File: config.mk
export PLATFORM = sky130hd
export DESIGN_NAME = ktbe_div
export DESIGN_NICKNAME = d
export VERILOG_FILES = /design/src/rtl/ktbe_pkg.sv /design/src/rtl/ktbe_div.sv
export SDC_FILE = /design/constraint.sdc
export NUM_CORES = 1
export LEC_CHECK = 0
export BUFFER_PORTS_ARGS = -buffer_cell sky130_fd_sc_hd__buf_2
export CORE_ASPECT_RATIO = 0.6
export CORE_UTILIZATION = 55
export DETAILED_ROUTE_END_ITERATION = 8
export PLACE_DENSITY = 0.73
export SLEW_MARGIN = 40
export SYNTH_ARGS = -nofsm -noshare
export SYNTH_HDL_FRONTEND = slang
export SYNTH_SLANG_ARGS = --single-unit
File: constraint.sdc
create_clock -name clk_i -period 5.3 [get_ports clk_i]
set_input_delay 0.265 -clock clk_i [delete_from_list [all_inputs] [get_ports clk_i]]
set_output_delay 0.265 -clock clk_i [all_outputs]
set_load 0.01 [all_outputs]
File: src/rtl/ktbe_pkg.sv
// shared types, constants and helper functions of the kalman tilt and bias estimator
package ktbe_pkg;

  localparam int unsigned CORDIC_STEPS_DEF = 16;
  localparam int unsigned SAMPLE_BITS_DEF  = 16;
  localparam int unsigned CORDIC_MAX_STEPS = 32;
  localparam int unsigned TAB_IW           = $clog2(CORDIC_MAX_STEPS);
  localparam int unsigned GAIN_FRAC        = 24;
  localparam int unsigned DIV_BITS         = 32 + GAIN_FRAC;

  typedef enum logic [1:0] {
    REG_SAMPLE_PERIOD = 2'd0,
    REG_ANGLE_NOISE   = 2'd1,
    REG_BIAS_NOISE    = 2'd2,
    REG_MEASURE_NOISE = 2'd3
  } cfg_reg_e;

  localparam logic [15:0]        SAMPLE_PERIOD_RST = 16'd1311;
  localparam logic [30:0]        ANGLE_NOISE_RST   = 31'd16777;
  localparam logic [30:0]        BIAS_NOISE_RST    = 31'd50332;
  localparam logic [30:0]        MEASURE_NOISE_RST = 31'd503316;
  localparam logic signed [31:0] COV_ONE           = 32'sd16777216;
  localparam logic signed [33:0] FIX_PI            = 34'sd843314857;
  localparam logic signed [69:0] SAT_MAX           = 70'sd2147483647;
  localparam logic signed [69:0] SAT_MIN           = -70'sd2147483648;

  typedef logic signed [31:0] atan_tab_t [CORDIC_MAX_STEPS];

  // shift-subtract quotient of two non-negative values, only for the table build
  function automatic longint udiv(input longint n, input longint d);
    logic [63:0] q;
    logic [64:0] r;
    q = '0;
    r = '0;
    for (int b = 63; b >= 0; b--) begin
      r = {r[63:0], n[b]};
      if (r >= {1'b0, d}) begin
        r    = r - {1'b0, d};
        q[b] = 1'b1;
      end
    end
    return q;
  endfunction

  // atan(2^-i) in q3.28 from the alternating series taken in q62
  function automatic longint atan_pow2(input int unsigned i);
    longint      sum;
    longint      term;
    longint      sh;
    int unsigned k;
    logic        stop;
    sum  = 0;
    stop = 1'b0;
    if (i == 0) return 64'sd210828714;
    for (k = 0; k < 64; k++) begin
      if (!stop) begin
        sh = 62 - longint'(2 * k + 1) * longint'(i);
        if (sh < 0) begin
          stop = 1'b1;
        end else begin
          term = udiv(longint'(1) <<< sh, longint'(2 * k + 1));
          if (term == 0) stop = 1'b1;
          else if (k[0]) sum = sum - term;
          else sum = sum + term;
        end
      end
    end
    return (sum + (longint'(1) <<< 33)) >>> 34;
  endfunction

  function automatic atan_tab_t build_atan_tab();
    atan_tab_t   t;
    int unsigned i;
    for (i = 0; i < CORDIC_MAX_STEPS; i++) begin
      t[i] = 32'(atan_pow2(i));
    end
    return t;
  endfunction

  localparam atan_tab_t ATAN_TAB = build_atan_tab();

  // round half up, then floor
  function automatic logic signed [69:0] rnd(input logic signed [69:0] v,
                                             input int unsigned s);
    return (v + (70'sd1 <<< (s - 1))) >>> s;
  endfunction

  function automatic logic signed [31:0] sat32(input logic signed [69:0] v);
    if (v > SAT_MAX) return 32'sh7fffffff;
    if (v < SAT_MIN) return 32'sh80000000;
    return v[31:0];
  endfunction

  typedef struct packed {
    logic               start;
    logic signed [15:0] accel_x;
    logic signed [15:0] accel_z;
  } cordic_req_t;

  typedef struct packed {
    logic               done;
    logic signed [33:0] angle;
  } cordic_rsp_t;

  typedef struct packed {
    logic               start;
    logic signed [31:0] num;
    logic [31:0]        den;
  } div_req_t;

  typedef struct packed {
    logic               done;
    logic signed [31:0] quot;
  } div_rsp_t;

endpackage

File: src/rtl/ktbe_div.sv
// radix-2 restoring divider for the q8.24 gains, one quotient bit per cycle
module ktbe_div (
  input  logic               clk_i,
  input  logic               rst_ni,
  input  ktbe_pkg::div_req_t req_i,
  output ktbe_pkg::div_rsp_t rsp_o
);
  import ktbe_pkg::*;

  localparam int unsigned CW = $clog2(DIV_BITS);

  logic                busy_q;
  logic                done_q;
  logic                neg_q;
  logic [CW-1:0]       cnt_q;
  logic [31:0]         den_q;
  logic [31:0]         rem_q;
  logic [DIV_BITS-1:0] dvd_q;
  logic [32:0]         trial;
  logic                fits;
  logic [31:0]         mag;

  always_comb begin
    trial = {rem_q, dvd_q[DIV_BITS-1]};
    fits  = trial >= {1'b0, den_q};
    mag   = req_i.num[31] ? 32'(-req_i.num) : 32'(req_i.num);
  end

  always_ff @(posedge clk_i or negedge rst_ni) begin
    if (!rst_ni) begin
      busy_q <= 1'b0;
      done_q <= 1'b0;
      neg_q  <= 1'b0;
      cnt_q  <= '0;
      den_q  <= '0;
      rem_q  <= '0;
      dvd_q  <= '0;
    end else if (req_i.start) begin
      busy_q <= 1'b1;
      done_q <= 1'b0;
      neg_q  <= req_i.num[31];
      cnt_q  <= '0;
      den_q  <= req_i.den;
      rem_q  <= '0;
      dvd_q  <= {mag, {GAIN_FRAC{1'b0}}};
    end else if (busy_q) begin
      rem_q <= fits ? 32'(trial - {1'b0, den_q}) : trial[31:0];
      dvd_q <= {dvd_q[DIV_BITS-2:0], fits};
      if (cnt_q == CW'(DIV_BITS - 1)) begin
        busy_q <= 1'b0;
        done_q <= 1'b1;
      end else begin
        cnt_q <= cnt_q + 1'b1;
      end
    end
  end

  // quotient magnitude sits in dvd_q once done, sign applied and clamped here
  always_comb begin
    if (!neg_q) begin
      rsp_o.quot = (dvd_q > DIV_BITS'(32'h7fffffff)) ? 32'sh7fffffff
                                                      : dvd_q[31:0];
    end else begin
      rsp_o.quot = (dvd_q > DIV_BITS'(32'h80000000)) ? 32'sh80000000
                                                      : 32'(-dvd_q[31:0]);
    end
    rsp_o.done = done_q;
  end

endmodule

Word-level counts from Yosys, hierarchy flattened
Cells that the tools add are included.
Storage, ports and cells
  word-level logic and storage cells: 38
  register bits: 129
  output and inout port bits: 33
Operators by class
  reductions and logical operators: 4
  muxes and demuxes: 18
  order comparisons: 3
  eq/ne operators: 2
  add/sub/neg operators: 4
Operators with widths (count)
  $mux W32: 7
  $mux W56: 2
  $neg A32 Y32: 2
  $gt A56 B31 Y1 const B: 1
  $gt A56 B32 Y1 const B: 1
  $ge A33 B32 Y1: 1
  $sub A32 B32 Y32: 1
  $mux W6: 3
  $add A6 B1 Y6 const B: 1
  $eq A6 B6 Y1 const B: 1
  $mux W1: 6
  $reduce_and A2 Y1: 2
  $reduce_bool A2 Y1: 2
  $ne A2 B2 Y1 const B: 1

Longest topological paths before layout
  depth in word-level cells: 4
  mapped depth: 14

Worst setup path after synthesis
No wires, ideal clock.
  kind: register to output
  start point: register dvd_q[0]
  end point: output port rsp_o[10] (netlist name)
  buffers on the path: 1
  arrival: 3196 ps
  required time: 5035 ps
  setup slack: 1839 ps
  stages on the path, launching flop included: 12
  cell sequence: dfrtp_1 -> inv_1 -> ha_1 -> or4b_1 -> or4_4 -> or4_4 -> nor2_1 -> o21ai_2 -> inv_2 -> nand2_2 -> buf_2 -> o311ai_0
RTL lines
  from (decl): RTL line ktbe_div.sv:18  | logic [DIV_BITS-1:0] dvd_q;
  from (signal assigned): RTL line ktbe_div.sv:45  | dvd_q <= {mag, {GAIN_FRAC{1'b0}}};
  from (signal assigned): RTL line ktbe_div.sv:48  | dvd_q <= {dvd_q[DIV_BITS-2:0], fits};
  to (decl): RTL line ktbe_div.sv:6  | output ktbe_pkg::div_rsp_t rsp_o

==> impl_metrics.tcl <==
set metrics [dict create \
    outcome "completed" \
    final_common_cell "nand2_1" \
    crit_type "flip-flop to output port" \
    ioPinCount 100 \
    clkPwrFrac_pct 43.3 \
    combPwrFrac_pct 15.6 \
    fin_nets 1257 \
    cp_data_required_time_ps 5040 \
    wl_per_cell_um 15.9 \
    ys_seq_area_share_pct 35.5 \
    syn_nets 1207 \
    reg2reg_setup_slack_ps 1490 \
    rows 36 \
    pre_cts_slack_ps 1240 \
    fmax_mhz 219 \
    cap_viol_max_count 0 \
    dieArea_um2 17100 \
    fin_area_um2 10200 \
    p_int_uw 1910 \
    critPathLaunchType "flip-flop" \
    drive_gt1_share_pct 14.7 \
    yosys.area.top_type "dfrtp_1" \
    postCtsSetupRepairBufs 0 \
    postCtsHoldBufs 1 \
    drv_slew 0 \
    endpoint "rsp_o[6]" \
    final.period_utilization_pct 86.3 \
    routed_wl_mm 21.9 \
    synthFlopType "dfrtp_1" \
    setup_viol 0 \
    via_count 8295 \
    synth_area_leaders "dfrtp_1, nand2_1, mux2i_1" \
    reg2reg_to "rem_q[10]" \
    worst_slack_ps 728 \
    slew_headroom_pct 42.2 \
    rsz0062_at_grt "no" \
    syn_avg_cell_area_um2 8.24 \
    ctsHtreeMaxLevel 4 \
    worst_pin_slew_ps 865 \
    numCtsBuffers 17 \
    clockRootBuffer "clkbuf_16" \
    grt_pass1_vias 7126 \
    start_util_pct 56.1 \
    cp-startpoint "dvd_q[1]" \
    grt-ovfl-total 0 \
    r2r-start "rem_q[17]" \
    cellLeakagePower_uw 0.00502 \
    port_buffers 99 \
    finalSetupTns_ps 0 \
    seq_power_share_pct 41.0 \
    p_sw_uw 728 \
    synth_edf_count 0 \
    dpl_cell_area_um2 9640 \
    cts_resized 0 \
    synthesis.area_um2 9100 \
    cts_tree "done" \
    ys_async_sr_fraction_pct 100 \
    worstPathArrival_ps 4310 \
    syn2layout_area_growth_pct 12.5 \
    hold_class "primary input to flip-flop" \
    drtIter0Drc 667 \
    die_w_um 168 \
    grt_max_degree 106 \
    drt-pass1-iter-count 5 \
    syn_inst 1104 \
    insertion_delay_ps 410 \
    die_h_um 102 \
    p_sw_share_pct 27.6 \
    cp-end-kind "output port" \
    grt.total_usage_pct 26.2 \
    fin_crit_ps 4570 \
    skew_ps 9.82 \
    clock_sinks 129 \
    diodes 0 \
    antenna_found_initial 0 \
    hold_violations 0 \
    synth-seq-cells 129 \
    synth_cell_types 66 \
    via_per_inst 6.03 \
    clk_pin_slew_ps 60 \
    ys_warn_count 0 \
    final_cell_mix "nand2_1, dfrtp_1, o21ai_0" \
    core_area_um2 16200 \
    globalplace.congestion 0.898 \
    worst_hold_path.num_cells 3 \
    p_per_area_nw_per_um2 258 \
    worstRegToRegCells 11 \
    dp.final_hpwl_mm 15.3 \
    grt_pass1_wl_mm 36.1 \
    drc 0 \
    critPathMaxFanout 28 \
    antenna_left 0 \
    synth_top_area_share_pct 35.5 \
    ir_drop_uv 202 \
    cts_buffer_depth 2 \
    post-route-util_pct 63.1 \
]
==> layer usage <==
| layer | global-route usage (%) | vias up | routed length, um | share of wire (%) |
|---|---|---|---|---|
| met5 | 0 | - | 0 | 0 |
| met4 | 4.97 | 0 | 118 | 0.54 |
| met1 | 43.2 | 3953 | 12000 | 55 |
| li1 | - | 4086 | - | - |
| met3 | 5.04 | 10 | 1240 | 5.7 |
| met2 | 34.4 | 246 | 8590 | 39 |
==> flip-flops by register name, indices dropped and copies added, names as in the netlist <==
name    cells
dvd_q      56
den_q      32
rem_q      32
cnt_q       6
busy_q      1
done_q      1
neg_q       1
==> per-stage QoR <==
step                power (uW)  hold slack (ps)  cells
global placement          1500              334   1343
finish                    2640             55.8   1376
CTS                       2660             42.3   1376
floorplan                 1360            -30.6   1104
detailed placement        1510              333   1343
global route              2770             62.3   1376
==> cell type report <==
class | count | area [um2]
Clock inverter | 13 | 139
Clock buffer | 19 | 443
Timing Repair Buffer | 108 | 582
Sequential cell | 129 | 3230
Multi-Input combinational cell | 843 | 5370
Fill cell | 1378 | 5980
Tap cell | 209 | 262
Inverter | 55 | 206
==> cell usage after synthesis (all sizes together), types with 9 or more instances <==
library cell / n
dfrtp: 129
a311oi: 23
a211oi: 14
o21ai: 100
nand2: 168
a31oi: 9
nand4: 9
xnor2: 42
a21o: 13
mux2i: 52
nor3: 23
nor4: 14
o311ai: 25
or4: 10
a21oi: 38
inv: 55
clkbuf: 57
nand3: 18
or2: 13
or3: 25
o41ai: 9
buf: 20
nor2: 89
xor2: 12
o31ai: 18
ha: 35
==> power groups by stage <==
| stage | Clock (uW) | Combinational (uW) | Sequential (uW) |
|---|---|---|---|
| detailed placement | 0 | 408 | 1100 |
| floorplan | 0 | 280 | 1080 |
| CTS | 1170 | 412 | 1080 |
| global route | 1210 | 469 | 1090 |
| global placement | 0 | 401 | 1100 |
| finish | 1140 | 412 | 1080 |
==> how the worst min path moves through the flow <==
stage	start	endpoint	slack [ps]
floorplan	rst_ni	busy_q	-30
global placement	rst_ni	den_q[17]	330
detailed placement	rst_ni	den_q[19]	330
CTS	req_i[4]	den_q[4]	40
global route	req_i[15]	den_q[15]	60
finish	req_i[7]	den_q[7]	60
==> logic make-up after synthesis <==
| group | Yosys count | synth area share, % |
|---|---|---|
| compound gates | 293 | 21.7 |
| xor+xnor | 54 | 5.20 |
| fa+ha+maj | 36 | 5.03 |
| buf+inv | 132 | 5.61 |
| flops | 129 | 35.5 |
| mux | 56 | 6.21 |
| simple gates | 404 | 20.8 |
==> critical path, cell delays in order (launching register included) <==
cell	delay, ps
dfrtp_1	410
inv_1	90
ha_1	180
or4b_1	500
or4_4	470
or4_4	560
nor2_1	200
o21ai_4	220
inv_2	170
nand2_2	280
o311ai_0	580
buf_2	220
No activity file was read; power rests on OpenSTA's default activity.
