[src/rtl/ktbe_pkg.sv]
// shared types, constants and helper functions of the kalman tilt and bias estimator
package ktbe_pkg;

  localparam int unsigned CORDIC_STEPS_DEF = 16;
  localparam int unsigned SAMPLE_BITS_DEF  = 16;
  localparam int unsigned CORDIC_MAX_STEPS = 32;
  localparam int unsigned TAB_IW           = $clog2(CORDIC_MAX_STEPS);
  localparam int unsigned GAIN_FRAC        = 24;
  localparam int unsigned DIV_BITS         = 32 + GAIN_FRAC;

  typedef enum logic [1:0] {
    REG_SAMPLE_PERIOD = 2'd0,
    REG_ANGLE_NOISE   = 2'd1,
    REG_BIAS_NOISE    = 2'd2,
    REG_MEASURE_NOISE = 2'd3
  } cfg_reg_e;

  localparam logic [15:0]        SAMPLE_PERIOD_RST = 16'd1311;
  localparam logic [30:0]        ANGLE_NOISE_RST   = 31'd16777;
  localparam logic [30:0]        BIAS_NOISE_RST    = 31'd50332;
  localparam logic [30:0]        MEASURE_NOISE_RST = 31'd503316;
  localparam logic signed [31:0] COV_ONE           = 32'sd16777216;
  localparam logic signed [33:0] FIX_PI            = 34'sd843314857;
  localparam logic signed [69:0] SAT_MAX           = 70'sd2147483647;
  localparam logic signed [69:0] SAT_MIN           = -70'sd2147483648;

  typedef logic signed [31:0] atan_tab_t [CORDIC_MAX_STEPS];

  // shift-subtract quotient of two non-negative values, only for the table build
  function automatic longint udiv(input longint n, input longint d);
    logic [63:0] q;
    logic [64:0] r;
    q = '0;
    r = '0;
    for (int b = 63; b >= 0; b--) begin
      r = {r[63:0], n[b]};
      if (r >= {1'b0, d}) begin
        r    = r - {1'b0, d};
        q[b] = 1'b1;
      end
    end
    return q;
  endfunction

  // atan(2^-i) in q3.28 from the alternating series taken in q62
  function automatic longint atan_pow2(input int unsigned i);
    longint      sum;
    longint      term;
    longint      sh;
    int unsigned k;
    logic        stop;
    sum  = 0;
    stop = 1'b0;
    if (i == 0) return 64'sd210828714;
    for (k = 0; k < 64; k++) begin
      if (!stop) begin
        sh = 62 - longint'(2 * k + 1) * longint'(i);
        if (sh < 0) begin
          stop = 1'b1;
        end else begin
          term = udiv(longint'(1) <<< sh, longint'(2 * k + 1));
          if (term == 0) stop = 1'b1;
          else if (k[0]) sum = sum - term;
          else sum = sum + term;
        end
      end
    end
    return (sum + (longint'(1) <<< 33)) >>> 34;
  endfunction

  function automatic atan_tab_t build_atan_tab();
    atan_tab_t   t;
    int unsigned i;
    for (i = 0; i < CORDIC_MAX_STEPS; i++) begin
      t[i] = 32'(atan_pow2(i));
    end
    return t;
  endfunction

  localparam atan_tab_t ATAN_TAB = build_atan_tab();

  // round half up, then floor
  function automatic logic signed [69:0] rnd(input logic signed [69:0] v,
                                             input int unsigned s);
    return (v + (70'sd1 <<< (s - 1))) >>> s;
  endfunction

  function automatic logic signed [31:0] sat32(input logic signed [69:0] v);
    if (v > SAT_MAX) return 32'sh7fffffff;
    if (v < SAT_MIN) return 32'sh80000000;
    return v[31:0];
  endfunction

  typedef struct packed {
    logic               start;
    logic signed [15:0] accel_x;
    logic signed [15:0] accel_z;
  } cordic_req_t;

  typedef struct packed {
    logic               done;
    logic signed [33:0] angle;
  } cordic_rsp_t;

  typedef struct packed {
    logic               start;
    logic signed [31:0] num;
    logic [31:0]        den;
  } div_req_t;

  typedef struct packed {
    logic               done;
    logic signed [31:0] quot;
  } div_rsp_t;

endpackage

[src/rtl/ktbe_cordic.sv]
// iterative vectoring cordic giving atan2(accel_x, accel_z) in q3.28
module ktbe_cordic #(
  parameter int unsigned STEPS = ktbe_pkg::CORDIC_STEPS_DEF
) (
  input  logic                  clk_i,
  input  logic                  rst_ni,
  input  ktbe_pkg::cordic_req_t req_i,
  output ktbe_pkg::cordic_rsp_t rsp_o
);
  import ktbe_pkg::*;

  localparam int unsigned IW = (STEPS > 1) ? $clog2(STEPS) : 1;

  logic                 busy_q;
  logic                 done_q;
  logic [IW-1:0]        cnt_q;
  logic signed [33:0]   x_q, y_q, z_q;
  logic signed [33:0]   xs, ys, tab, x0, y0;

  always_comb begin
    xs  = x_q >>> cnt_q;
    ys  = y_q >>> cnt_q;
    tab = 34'(ATAN_TAB[TAB_IW'(cnt_q)]);
    x0  = 34'(req_i.accel_z) <<< 14;
    y0  = 34'(req_i.accel_x) <<< 14;
  end

  always_ff @(posedge clk_i or negedge rst_ni) begin
    if (!rst_ni) begin
      busy_q <= 1'b0;
      done_q <= 1'b0;
      cnt_q  <= '0;
      x_q    <= '0;
      y_q    <= '0;
      z_q    <= '0;
    end else if (req_i.start) begin
      cnt_q <= '0;
      if (req_i.accel_x == 16'sd0 && req_i.accel_z == 16'sd0) begin
        z_q    <= '0;
        busy_q <= 1'b0;
        done_q <= 1'b1;
      end else begin
        busy_q <= 1'b1;
        done_q <= 1'b0;
        if (req_i.accel_z < 0) begin
          // left half plane: fold over and start from +-pi
          x_q <= -x0;
          y_q <= -y0;
          z_q <= (req_i.accel_x >= 0) ? FIX_PI : -FIX_PI;
        end else begin
          x_q <= x0;
          y_q <= y0;
          z_q <= '0;
        end
      end
    end else if (busy_q) begin
      if (y_q > 0) begin
        x_q <= x_q + ys;
        y_q <= y_q - xs;
        z_q <= z_q + tab;
      end else begin
        x_q <= x_q - ys;
        y_q <= y_q + xs;
        z_q <= z_q - tab;
      end
      if (cnt_q == IW'(STEPS - 1)) begin
        busy_q <= 1'b0;
        done_q <= 1'b1;
      end else begin
        cnt_q <= cnt_q + 1'b1;
      end
    end
  end

  assign rsp_o.done  = done_q;
  assign rsp_o.angle = z_q;

endmodule

[config.mk]
export PLATFORM = sky130hd
export DESIGN_NAME = ktbe_cordic
export DESIGN_NICKNAME = d
export VERILOG_FILES = /design/src/rtl/ktbe_pkg.sv /design/src/rtl/ktbe_cordic.sv
export SDC_FILE = /design/constraint.sdc
export NUM_CORES = 1
export LEC_CHECK = 0
export BUFFER_PORTS_ARGS = -buffer_cell sky130_fd_sc_hd__buf_2
export CAP_MARGIN = 20
export CORE_ASPECT_RATIO = 1.1
export CORE_MARGIN = 2
export CORE_UTILIZATION = 45
export CTS_CLUSTER_SIZE = 8
export DETAILED_ROUTE_END_ITERATION = 12
export PLACE_DENSITY = 0.62
export SETUP_SLACK_MARGIN = 0.15
export SLEW_MARGIN = 20
export SYNTH_ARGS = -nofsm -noshare
export SYNTH_HDL_FRONTEND = slang
export SYNTH_SLANG_ARGS = --single-unit
[constraint.sdc]
create_clock -name clk_i -period 19 [get_ports clk_i]
set_input_delay 0.95 -clock clk_i [delete_from_list [all_inputs] [get_ports clk_i]]
set_output_delay 0.95 -clock clk_i [all_outputs]
set_load 0.01 [all_outputs]
; Yosys cells after proc, flatten, opt, wreduce, memory -nomap -nowiden
; Memory sizes are Yosys's and may differ from the RTL's.
; Index checks and enable logic that the tools add are counted.
[op_classes]
n_lt_le_gt_ge = 4
n_bitwise = 1
eq_ne = 3
shifts = 2
reduce_logical = 8
add_sub_neg = 9
muxes = 29
[op_table]
columns = operator, count
row1 = $mux 34, 16
row2 = $add 34x34->34, 2
row3 = $neg 30->34, 2
row4 = $sshr 34x4->34, 2
row5 = $sub 34x34->34, 2
row6 = $mux 32, 2
row7 = $add 34x32->34, 1
row8 = $gt 34x1->1 const B, 1
row9 = $sub 34x32->34, 1
row10 = $logic_not 16->1, 2
row11 = $ge 16x1->1 const B, 1
row12 = $lt 16x1->1 const B, 1
row13 = $mux 4, 3
row14 = $mux 1, 8
row15 = $ge 6x6->1 const B, 1
row16 = $not 4->6, 1
row17 = $reduce_and 2->1, 3
row18 = $add 4x1->4 const B, 1
row19 = $eq 4x4->1 const B, 1
row20 = $ne 2x2->1 const B, 2
row21 = $reduce_bool 2->1, 2
row22 = $logic_and 1x1->1, 1
[word_totals]
in_bits = 35
elab_cells = 63
register_bits = 108
out_inout_bits = 35
memories = 1
romBits = 1024
[mem_list]
columns = name, depth, width, rd, rd_clocked_by_memory_dff, wr, line
row1 = (name not given), 32, 32, 1, 0, 0, ktbe_cordic.sv:23  ; tab = 34'(ATAN_TAB[TAB_IW'(cnt_q)]);

; Logic depth before layout (Yosys ltp)
; Gate-level depths: netlist (run 1).
[depth]
ltp_word = 8
mapped_depth = 31
mapped_depth_nobuf = 25

; Least setup slack after synthesis (run 1)
; Ideal clock, no wire load.
[synth_path]
path_kind = reg-to-reg
start = reg cnt_q[0]
end = reg z_q[21]
period_less_slack_ns = 6.541
t_required_ns = 18.869
n_path_buf = 5
path_stages_with_launch = 30
slack_ns = 12.459
setup_ns = 0.131
arrival_time_ns = 6.410
cell_sequence = dfrtp_1 buf_4 clkinv_1 buf_1 clkbuf_1 clkbuf_1 ha_1 nor2b_1 nor2_1 o21ai_0 inv_1 ha_1 nand2_1 nor4b_2 nand2_1 or4_1 or3_1 buf_2 o21ai_0 xor2_1 ha_1 a211oi_1 o21ai_0 o31ai_1 nand2_1 a21o_1 a21o_1 a21o_1 and3_1 or3_1
[synth_between]
elab_chain_cells = 8
word_cells_on_any_way = 9
cone_classes = 2 x add/sub / 5 x mux / 1 x bitwise / 1 x memory
[synth_rtl]
columns = item, line
row1 = "start, declared", ktbe_cordic.sv:16  ; logic [IW-1:0] cnt_q;
row2 = "start signal, assigned", ktbe_cordic.sv:70  ; cnt_q <= cnt_q + 1'b1;
row3 = $not 4->6 (implied by the code) (*), ktbe_cordic.sv:23
row4 = $mem_v2 32x32 (*), n/a
row5 = $mux 32 (implied by the code) (*) (2 in a row), ktbe_cordic.sv:23
row6 = $sub 34x32->34 or $add 34x32->34 (tied branches), "ktbe_cordic.sv:64, ktbe_cordic.sv:60"
row7 = $mux 34 (*), ktbe_cordic.sv:57  ; if (y_q > 0) begin
row8 = $mux 34 (*), ktbe_cordic.sv:56  ; end else if (busy_q) begin
row9 = $mux 34 (*), ktbe_cordic.sv:36  ; end else if (req_i.start) begin
row10 = "end signal, assigned", ktbe_cordic.sv:49  ; z_q <= (req_i.accel_x >= 0) ? FIX_PI : -FIX_PI;
row11 = "end signal, assigned", ktbe_cordic.sv:60  ; z_q <= z_q + tab;
row12 = "end signal, assigned", ktbe_cordic.sv:64  ; z_q <= z_q - tab;
row13 = "end, declared", ktbe_cordic.sv:17  ; logic signed [33:0] x_q, y_q, z_q;
; Mark *: on every way between the ends. The rest lies on a longest branch, timed or not. The select of a mux whose other input is x is not followed.
; A chain may end at the register's enable or synchronous reset.

; Final worst setup path (run 1)
[layout_path]
start = reg cnt_q[1]
end = reg z_q[21]
; Same word-level chain as after synthesis.

==> metrics.txt, run 1 <==
status=finished clean; port bufs=69; count of different cell masters after synthesis=96; flops & latches, synth=108; critical path class=reg2reg; Starting Density=45.6%; Detail Route met3 WL=3420 um; P per Cell Area=221 mW/mm^2; Worst path slowest cell=dfrtp_4; final hold slack=around 0.54 ns; Core ar.=0.0371 sq mm; Final Wtd Congestion=roughly 0.95; first-pass GRT wire length=93200 um; Core Rows=74; vias after detailed routing=17024; Hold-fix buffers, CTS=0; GRT Util Overall=30.1%; Synthesized Nets=~2300; Worst Hold Launch=z_q[10]; Tmin final=7.05 ns; WP data required=between 15 and 20 ns; yosys warns=0; unrepaired setup endpoints after global routing=false; final net count=2290; post-synthesis to final-layout area growth=5.27%; sequential share of the synthesized area=between 10% and 20%; Crit Path Max Fanout=56; leading cell type in the layout, fill and taps excluded=nand2_1; critical path data arrival time=roughly 7.3 ns; syn_area_per_cell=7.85 sq um; count of flip-flops with a built-in enable after synthesis=0; grt ovf=0; largest net degree at the start of global routing=76; Met1 Wirelength=24400 um; clk buf depth=2; RR Endpoint=z_q[21]; H-Tree Depth=3; number of global-route vias before repair=roughly 17000; Clock Pin Slew Worst Setup and Hold Paths=0.09 ns; layout cell share with drive strength beyond 1=12.2%; DRT iter0 DRCs=between 1500 and 2000; Worst-Margin Slew=0.966 ns; Worst IR Drop VDD=0.116 mV; Max stage delay on crit path=0.95 ns; Top Metal Used=met4; CTS root buffer=clkbuf_16; cts bufs inserted=9; clock sinks=108; Worst setup startpoint=cnt_q[1]; CP endpoint=z_q[21]; Vias/cell=6.46; R2R Path Start=cnt_q[1]; io pins=70; Wirelength per Cell=22.4 um; Routed met2 length=28300 um; Pleak=approximately 7.3 nW; final setup fails=0; CP endpoint kind=flop; Slew headroom=34.7%; ys async rst share=100%; Startpoint Class=flop; Post-Synthesis Cells=between 2000 and 2500; commonest non-fill, non-tap cells in the layout=235 x nand2_1, 191 x o21ai_0, 174 x a21oi_1; Final Cycle Share=37.1%; die width=approximately 190 um; drt first pass iters=7; drc violations=0; max cap viols=0; cells along the critical path=inv_1 > ha_1 > nor2b_1 > nor2_1 > o21ai_0 > inv_1 > ha_1 > nand2_1 > nor4b_2 > nand2_1 > or4_1 > or3_1 > o21ai_0 > xor2_1 > ha_1 > a211oi_1 > o21ai_0 > o31ai_1 > nand2_1 > a21o_1 > a21o_1 > a21o_1 > and3_1 > or3_1; Post-CTS Setup Bufs=0; final number of hold-violating endpoints=0; Clock Latency Late Sink=just over 0.4 ns; R2R setup slack=11.95 ns; Post-DRT Antenna Nets=0; Synth Cell Area=0.0169 sq mm; Max Slew Vio Count=0; worst reg2reg path depth=24; Top FF cell, synth=dfrtp_1; number of gates resized after CTS=0; total negative slack=0 ns; antenna violations before repair=0; Hold Crit Class=reg2reg; CTS tree=done; Die Height=207 um; Ant. Diodes=0; die area=0.0392 sq mm; Fmax=0.142 GHz; post-route clock skew=0.0164 ns; hpwl dp=44100 um; Total Routed Length=59100 um
## routing by layer
| layer | track usage (%) | vias up |
|---|---|---|
| met3 | 3.57 | 156 |
| li1 | - | 8000 |
| met2 | 50.7 | 655 |
| met5 | 0 | - |
| met4 | 15.8 | 0 |
| met1 | 37.6 | 8213 |
## critical path: cells and delay by family, from the launching register on
kind	cells	cell delay [ns]
xor gates and xnor gates	1	0.17
DFF	1	0.95
buffers and inverters	2	0.74
adders and majority gates	3	1.01
AOI/OAI and AO/OA	8	1.64
and+or+nand+nor	10	2.40
## how the worst min path moves through the flow
stage          endpoint  slack, ns  depth (start not counted)
2_1_floorplan    x_q[3]       0.49                          2
3_3_place_gp    z_q[19]       0.51                          1
3_5_place_dp    z_q[12]       0.52                          1
4_1_cts         z_q[10]       0.53                          1
5_1_grt         z_q[22]       0.56                          1
6_report        z_q[10]       0.54                          1
## synthesized netlist by cell type, types with 7 or more instances
cell type	count	share of area [%]
nand2_1	235	5.2
o21ai_0	191	5.6
a21oi_1	174	5.1
nor2_1	149	3.3
ha_1	115	8.5
xnor2_1	114	5.9
dfrtp_1	108	16
clkbuf_1	76	1.7
xor2_1	70	3.6
inv_1	68	1.5
mux2i_1	62	3.7
nand3_1	55	1.6
mux2_2	54	3.6
mux4_2	49	6.5
o21a_1	45	2.0
nand2b_1	44	1.6
a21o_1	41	1.8
nor3_1	28	0.83
nor2b_1	27	1.0
o31ai_1	26	1.2
o22ai_1	24	0.89
a211oi_1	20	0.89
a31oi_1	20	0.74
buf_2	20	0.59
a22oi_1	17	0.75
o211ai_1	17	0.75
and3_1	16	0.59
or2_2	16	0.59
o21bai_1	15	0.66
a221oi_1	13	0.67
nor4_1	13	0.48
buf_1	12	0.27
and2_1	11	0.41
nand4_1	11	0.41
a211o_1	9	0.47
buf_4	9	0.40
buf_6	9	0.60
or3_1	9	0.33
a221o_1	8	0.47
nor3b_1	8	0.35
o221ai_1	8	0.41
a21boi_0	7	0.31
a222oi_1	7	0.41
o22a_1	7	0.36
## state kept, by name, indices dropped and copies added (netlist names)
name	count
x_q	34
cnt_q	4
y_q	34
busy_q	1
z_q	34
done_q	1
## kinds of logic after synthesis
| family | share of synthesized area [%] |
|---|---|
| and+or+nand+nor | 18.4 |
| DFF | 16.0 |
| AOI/OAI and AO/OA | 28.1 |
| muxes | 14.0 |
| xor gates and xnor gates | 9.52 |
| adders and majority gates | 8.85 |
| buffers and inverters | 5.09 |
## where the power goes
part	leakage, nW	internal [mW]	switching (mW)
combinational	5.82	1.37	1.79
sequential	1.34	0.332	0.238
clock	0.148	0.107	0.106
## final cells by class
type	instances	area (sq um)
clock buffers	12	246
clock inverters	4	56.3
fillers	3742	19300
inverters	70	263
multi-input cells	1853	13400
flip-flops and latches	108	2720
well taps	494	618
repair buffers	95	543
## per-stage QoR
step / setup slack (ns) / instances / util (%) / instance area, sq um / power, mW
3_5_place_dp: 12.00 / 2620 / 47.2 / 17500 / 3.67
4_1_cts: 11.98 / 2636 / 48.0 / 17800 / 3.91
5_1_grt: 11.34 / 2636 / 48.0 / 17800 / 4.30
2_1_floorplan: 12.46 / 2157 / - / 16900 / 2.92
6_report: 11.95 / 2636 / 48.0 / 17800 / 3.94
3_3_place_gp: 12.09 / 2620 / 47.2 / 17500 / 3.65
(Power assumes the default switching activity.)
==> run 2: changes to the inputs <==
==> constraint.sdc (replaced) <==
create_clock -name clk_i -period 7.1 [get_ports clk_i]
set_input_delay 0.355 -clock clk_i [delete_from_list [all_inputs] [get_ports clk_i]]
set_output_delay 0.355 -clock clk_i [all_outputs]
set_load 0.01 [all_outputs]
==> metrics.txt, run 2 (same netlist as run 1, synthesis figures left out) <==
worst slack, placed=0.912 ns; total negative slack=0 ns; die area=around 0.04 sq mm; commonest non-fill, non-tap cells in the layout=235 x nand2_1, 191 x o21ai_0, 174 x a21oi_1; status=finished clean; Worst-Margin Slew=between 1 and 1.5 ns; largest net degree at the start of global routing=87; WP data required=7.40 ns; Final Wtd Congestion=around 0.95; GRT Util Overall=a little under a third; port bufs=69; vias after detailed routing=17171; Total Routed Length=59800 um; Worst IR Drop VDD=between 0.2 and 0.3 mV; leading cell type in the layout, fill and taps excluded=nand2_1; Wirelength per Cell=22.6 um; critical path data arrival time=6.58 ns; Starting Density=45.6%; Crit Path Max Fanout=54; Pleak=7.37 nW; Vias/cell=6.49; biggest regs=x_q (34), y_q (34), z_q (34); Die Height=207 um; CP endpoint kind=flop; R2R Path Start=cnt_q[3]; io pins=70; DRT iter0 DRCs=roughly 1500; number of global-route vias before repair=16441; layout cell share with drive strength beyond 1=12.6%; dpl cells=2628; design area=approximately 0.018 sq mm; Clock Pin Slew Worst Setup and Hold Paths=0.09 ns; final hold slack=around 0.046 ns; Reg area=0.00272 sq mm; clk buf depth=2; final net count=around 2300; critical path class=reg2reg; first-pass GRT wire length=~93000 um; grt ovf=0; Core Util, Final=around 48%; Post-DRT Antenna Nets=0; CTS root buffer=clkbuf_16; number of gates resized after CTS=0; max cap viols=0; Max Slew Vio Count=0; Fmax=about 0.16 GHz; worst reg2reg path depth=19; Tot Pwr=10.7 mW; post-synthesis to final-layout area growth=5.93%; Non-Filler Instances=approximately 2600; drt first pass iters=5; unrepaired setup endpoints after global routing=false; area of the multi-input gates=between 0.01 and 0.015 sq mm; Hold-fix buffers, CTS=0; Core Rows=74; cts bufs inserted=9; H-Tree Depth=3; die width=189 um; Filler Cells Inserted=3710; Post-CTS Setup Bufs=0; drc violations=0; Slew headroom=27.6%; Ant. Diodes=0; CTS tree=done; setup slack after layout=0.816 ns; R2R setup slack=0.82 ns; Hold Crit Class=in2async; P per Cell Area=594 mW/mm^2; clock sinks=about 110; Final Cycle Share=88.5%; Core ar.=between 0.03 and 0.04 sq mm; Startpoint Class=flop; post-route clock skew=0.0213 ns; Tmin final=6.28 ns; final number of hold-violating endpoints=0; antenna violations before repair=1; RR Endpoint=x_q[26]; hpwl dp=approximately 45000 um; Cell Area, Placed=approximately 0.018 sq mm; Clock Latency Late Sink=0.41 ns; final setup fails=0
run 2: changes by cell type in the layout (fill, tap and decap cells not counted), sizes merged:
cell and delta:
buf +9, clkbuf -1, clkinv +1
run 2: report_power, final:
part | switching [mW] | internal, mW
registers | 0.613 | 0.890
clock network | 0.292 | 0.299
logic | 4.88 | 3.68
run 2: worst max-delay path, stage by stage (launching register included):
cell      delay [ns]
dfrtp_4         0.86
mux2_2          0.49
mux4_2          0.54
o21ai_0         0.25
ha_1            0.22
inv_1           0.08
nor4_4          0.43
nand2_2         0.17
o31ai_1         0.31
xnor2_1         0.13
ha_1            0.36
or2_2           0.30
a21oi_1         0.20
a211oi_1        0.11
or3_1           0.39
o21ai_0         0.44
o211ai_1        0.23
nor4_1          0.21
o31ai_1         0.20
a22o_1          0.24
run 2: cell type report:
cell class / instances / area share [%]
clock buffer: 11 / 1.41
clock inverter: 5 / 0.377
inverter: 70 / 1.46
multi-input combinational: 1853 / 74.6
sequential: 108 / 15.1
tap: 494 / 3.45
timing repair buffer: 104 / 3.54
run 2: layer usage:
layer | part of all wire [%] | up-vias | track usage [%]
met1 | 41 | 8222 | 38.2
met2 | 47 | 775 | 50.1
met3 | 6.7 | 174 | 3.33
met4 | 5.2 | 0 | 16.0
li1 | - | 8000 | -
met5 | 0 | - | 0
run 2: worst max path at each step:
stage	to	depth (start not counted)	from	slack (ns)
after global placement	x_q[26]	19	cnt_q[3]	0.96
final	x_q[26]	19	cnt_q[3]	0.82
after CTS	x_q[26]	19	cnt_q[3]	0.89
after global routing	z_q[33]	25	cnt_q[1]	0.33
after detailed placement	x_q[26]	19	cnt_q[3]	0.91
after floorplan	z_q[21]	29	cnt_q[0]	0.56
==> run 3: changes to the inputs <==
--- a/config.mk
+++ b/config.mk
@@ -10,6 +10,7 @@
 export CORE_ASPECT_RATIO = 1.1
 export CORE_MARGIN = 2
 export CORE_UTILIZATION = 45
+export CTS_BUF_LIST = sky130_fd_sc_hd__clkbuf_16
 export CTS_CLUSTER_SIZE = 8
 export DETAILED_ROUTE_END_ITERATION = 12
 export PLACE_DENSITY = 0.62
==> constraint.sdc (replaced) <==
create_clock -name clk_i -period 7.43 [get_ports clk_i]
set_input_delay 0.3715 -clock clk_i [delete_from_list [all_inputs] [get_ports clk_i]]
set_output_delay 0.3715 -clock clk_i [all_outputs]
set_load 0.01 [all_outputs]
==> metrics.txt, run 3 (same netlist as run 1, synthesis figures left out) <==
status=complete, but fails checks; failing checks=negative hold slack; design area=0.0179 sq mm; Final Wtd Congestion=between 0.9 and 1; Wirelength per Cell=~22 um; Max Slew Vio Count=0; critical path class=reg2reg; drt first pass iters=5; Post-DRT Antenna Nets=0; Buffers & Inverters on Critical Path=1; Comb pwr share=approximately four fifths; GRT Util Overall=28.9%; number of global-route vias before repair=~16000; vias after detailed routing=16864; WP data required=between 7 and 8 ns; clock sinks=108; Tot Pwr=roughly 10 mW; R2R Path Start=cnt_q[3]; Vias/cell=between 6 and 7; total negative slack=0 ns; Filler Cells Inserted=around 3700; Pleak=7.36 nW; most used cell along the critical path=nor2_1; final hold slack=-0.00887 ns; antenna violations before repair=0; CTS tree=done; final net count=2299; Worst path slowest cell=dfrtp_4; port bufs=69; Int Power=4.62 mW; Clock Latency Late Sink=roughly 0.4 ns; commonest non-fill, non-tap cells in the layout=235 x nand2_1, 191 x o21ai_0, 174 x a21oi_1; Net Sw Frac=53.9%; final number of hold-violating endpoints=4; biggest regs=x_q (34), y_q (34), z_q (34); post-route clock skew=0.0188 ns; post-synthesis to final-layout area growth=5.79%; drc violations=0; Die Height=just over 200 um; grt ovf=0; Worst setup startpoint=cnt_q[3]; cts bufs inserted=9; Total Routed Length=roughly 57000 um; Max stage delay on crit path=0.84 ns; Core Rows=74; area of the multi-input gates=0.0134 sq mm; CP endpoint kind=flop; die area=0.0392 sq mm; Hold Crit Class=in2async; Starting Density=45.6%; first-pass GRT wire length=between 90000 and 100000 um; unrepaired setup endpoints after global routing=false; cells along the critical path=buf_4 > mux2_2 > a222oi_1 > a32oi_1 > a211oi_2 > nand3b_1 > nor2_1 > nor2_1 > xor2_1 > ha_1 > nand3_1 > nor2_1 > a221oi_1 > a31oi_1 > a22o_1 > o41a_1 > a211oi_1 > a21oi_1 > xnor2_1 > a21oi_1; Cell Area, Placed=0.0176 sq mm; Top delay family on crit path=compound AO/OA/AOI/OAI gates; layout cell share with drive strength beyond 1=12.6%; H-Tree Depth=3; CTS root buffer=clkbuf_16; DRT iter0 DRCs=1552; Clock Pin Slew Worst Setup and Hold Paths=0.09 ns; Crit Path Max Fanout=55; io pins=70; final setup fails=0; part of the power in registers=14.1%; Slew headroom=about a third; largest net degree at the start of global routing=97; Hold-fix buffers, CTS=0; max cap viols=0; leading cell type in the layout, fill and taps excluded=nand2_1; Reg area=0.00272 sq mm; number of gates resized after CTS=0; Tmin final=6.24 ns; hpwl dp=around 43000 um; switching power=5.41 mW; Startpoint Class=flop; P per Cell Area=~560 mW/mm^2; Clock power frac=approximately 5.5%; Worst IR Drop VDD=0.323 mV; clk buf depth=2; Ant. Diodes=0; Fmax=~0.16 GHz; critical path data arrival time=6.52 ns; die width=189 um; Post-CTS Setup Bufs=0; Core ar.=around 0.037 sq mm; Worst-Margin Slew=1.03 ns; Final Cycle Share=a little over four fifths
[run 3: path summary, 6_finish.rpt]
check | to | cells after the start | slack [ns]
setup / recovery | y_q[33] | 20 | 1.19
hold / removal | z_q[29] | 1 | -0.009
setup reg to reg | y_q[33] | 20 | 1.19
hold reg to reg | z_q[25] | 1 | 0.53
max in group asynchronous | cnt_q[3] | 2 | 6.03
min in group clk_i | y_q[22] | 4 | 0.33
[run 3: final cells by class]
cell class	count	share of cell area, %
Sequential cell	108	15.2
Timing Repair Buffer	104	3.48
Clock buffer	9	1.26
Clock inverter	7	0.461
Tap cell	494	3.45
Multi-Input combinational cell	1853	74.7
Inverter	70	1.47
[run 3: worst register-to-register path, delay by kind of cell (launching register included)]
family	cells	cell delay, ns
DFF	1	0.84
AOI/OAI and AO/OA	10	2.97
adders and majority gates	1	0.37
muxes	1	0.44
buffers and inverters	1	0.49
xor gates and xnor gates	2	0.35
and+or+nand+nor	5	0.66
[run 3: power by group through the flow]
stage / registers [mW] / logic, mW / clock network [mW]
2_1_floorplan: 1.16 / 6.29 / 0
3_3_place_gp: 1.39 / 7.88 / 0
3_5_place_dp: 1.40 / 7.94 / 0
4_1_cts: 1.39 / 7.99 / 0.556
5_1_grt: 1.43 / 8.93 / 0.578
6_report: 1.41 / 8.07 / 0.547
[run 3: metrics by stage]
step | setup WS [ns] | hold slack [ns] | utilization [%] | instances
2_1_floorplan | 0.889 | 0.0759 | - | 2157
3_3_place_gp | 1.40 | 0.444 | 47.4 | 2629
3_5_place_dp | 1.32 | 0.447 | 47.4 | 2629
4_1_cts | 1.28 | 0.0190 | 48.2 | 2645
5_1_grt | 0.793 | 0.0390 | 48.3 | 2645
6_report | 1.19 | -0.00887 | 48.3 | 2645
[run 3: routing by layer]
layer	GRT usage, %	share of wire [%]	wire, um	vias to the layer above
met1	37.2	43	24500	8094
met5	0	0	0	-
met3	4.07	5.7	3290	140
met4	12.0	4.4	2530	0
met2	48.3	47	27000	638
li1	-	-	-	7992
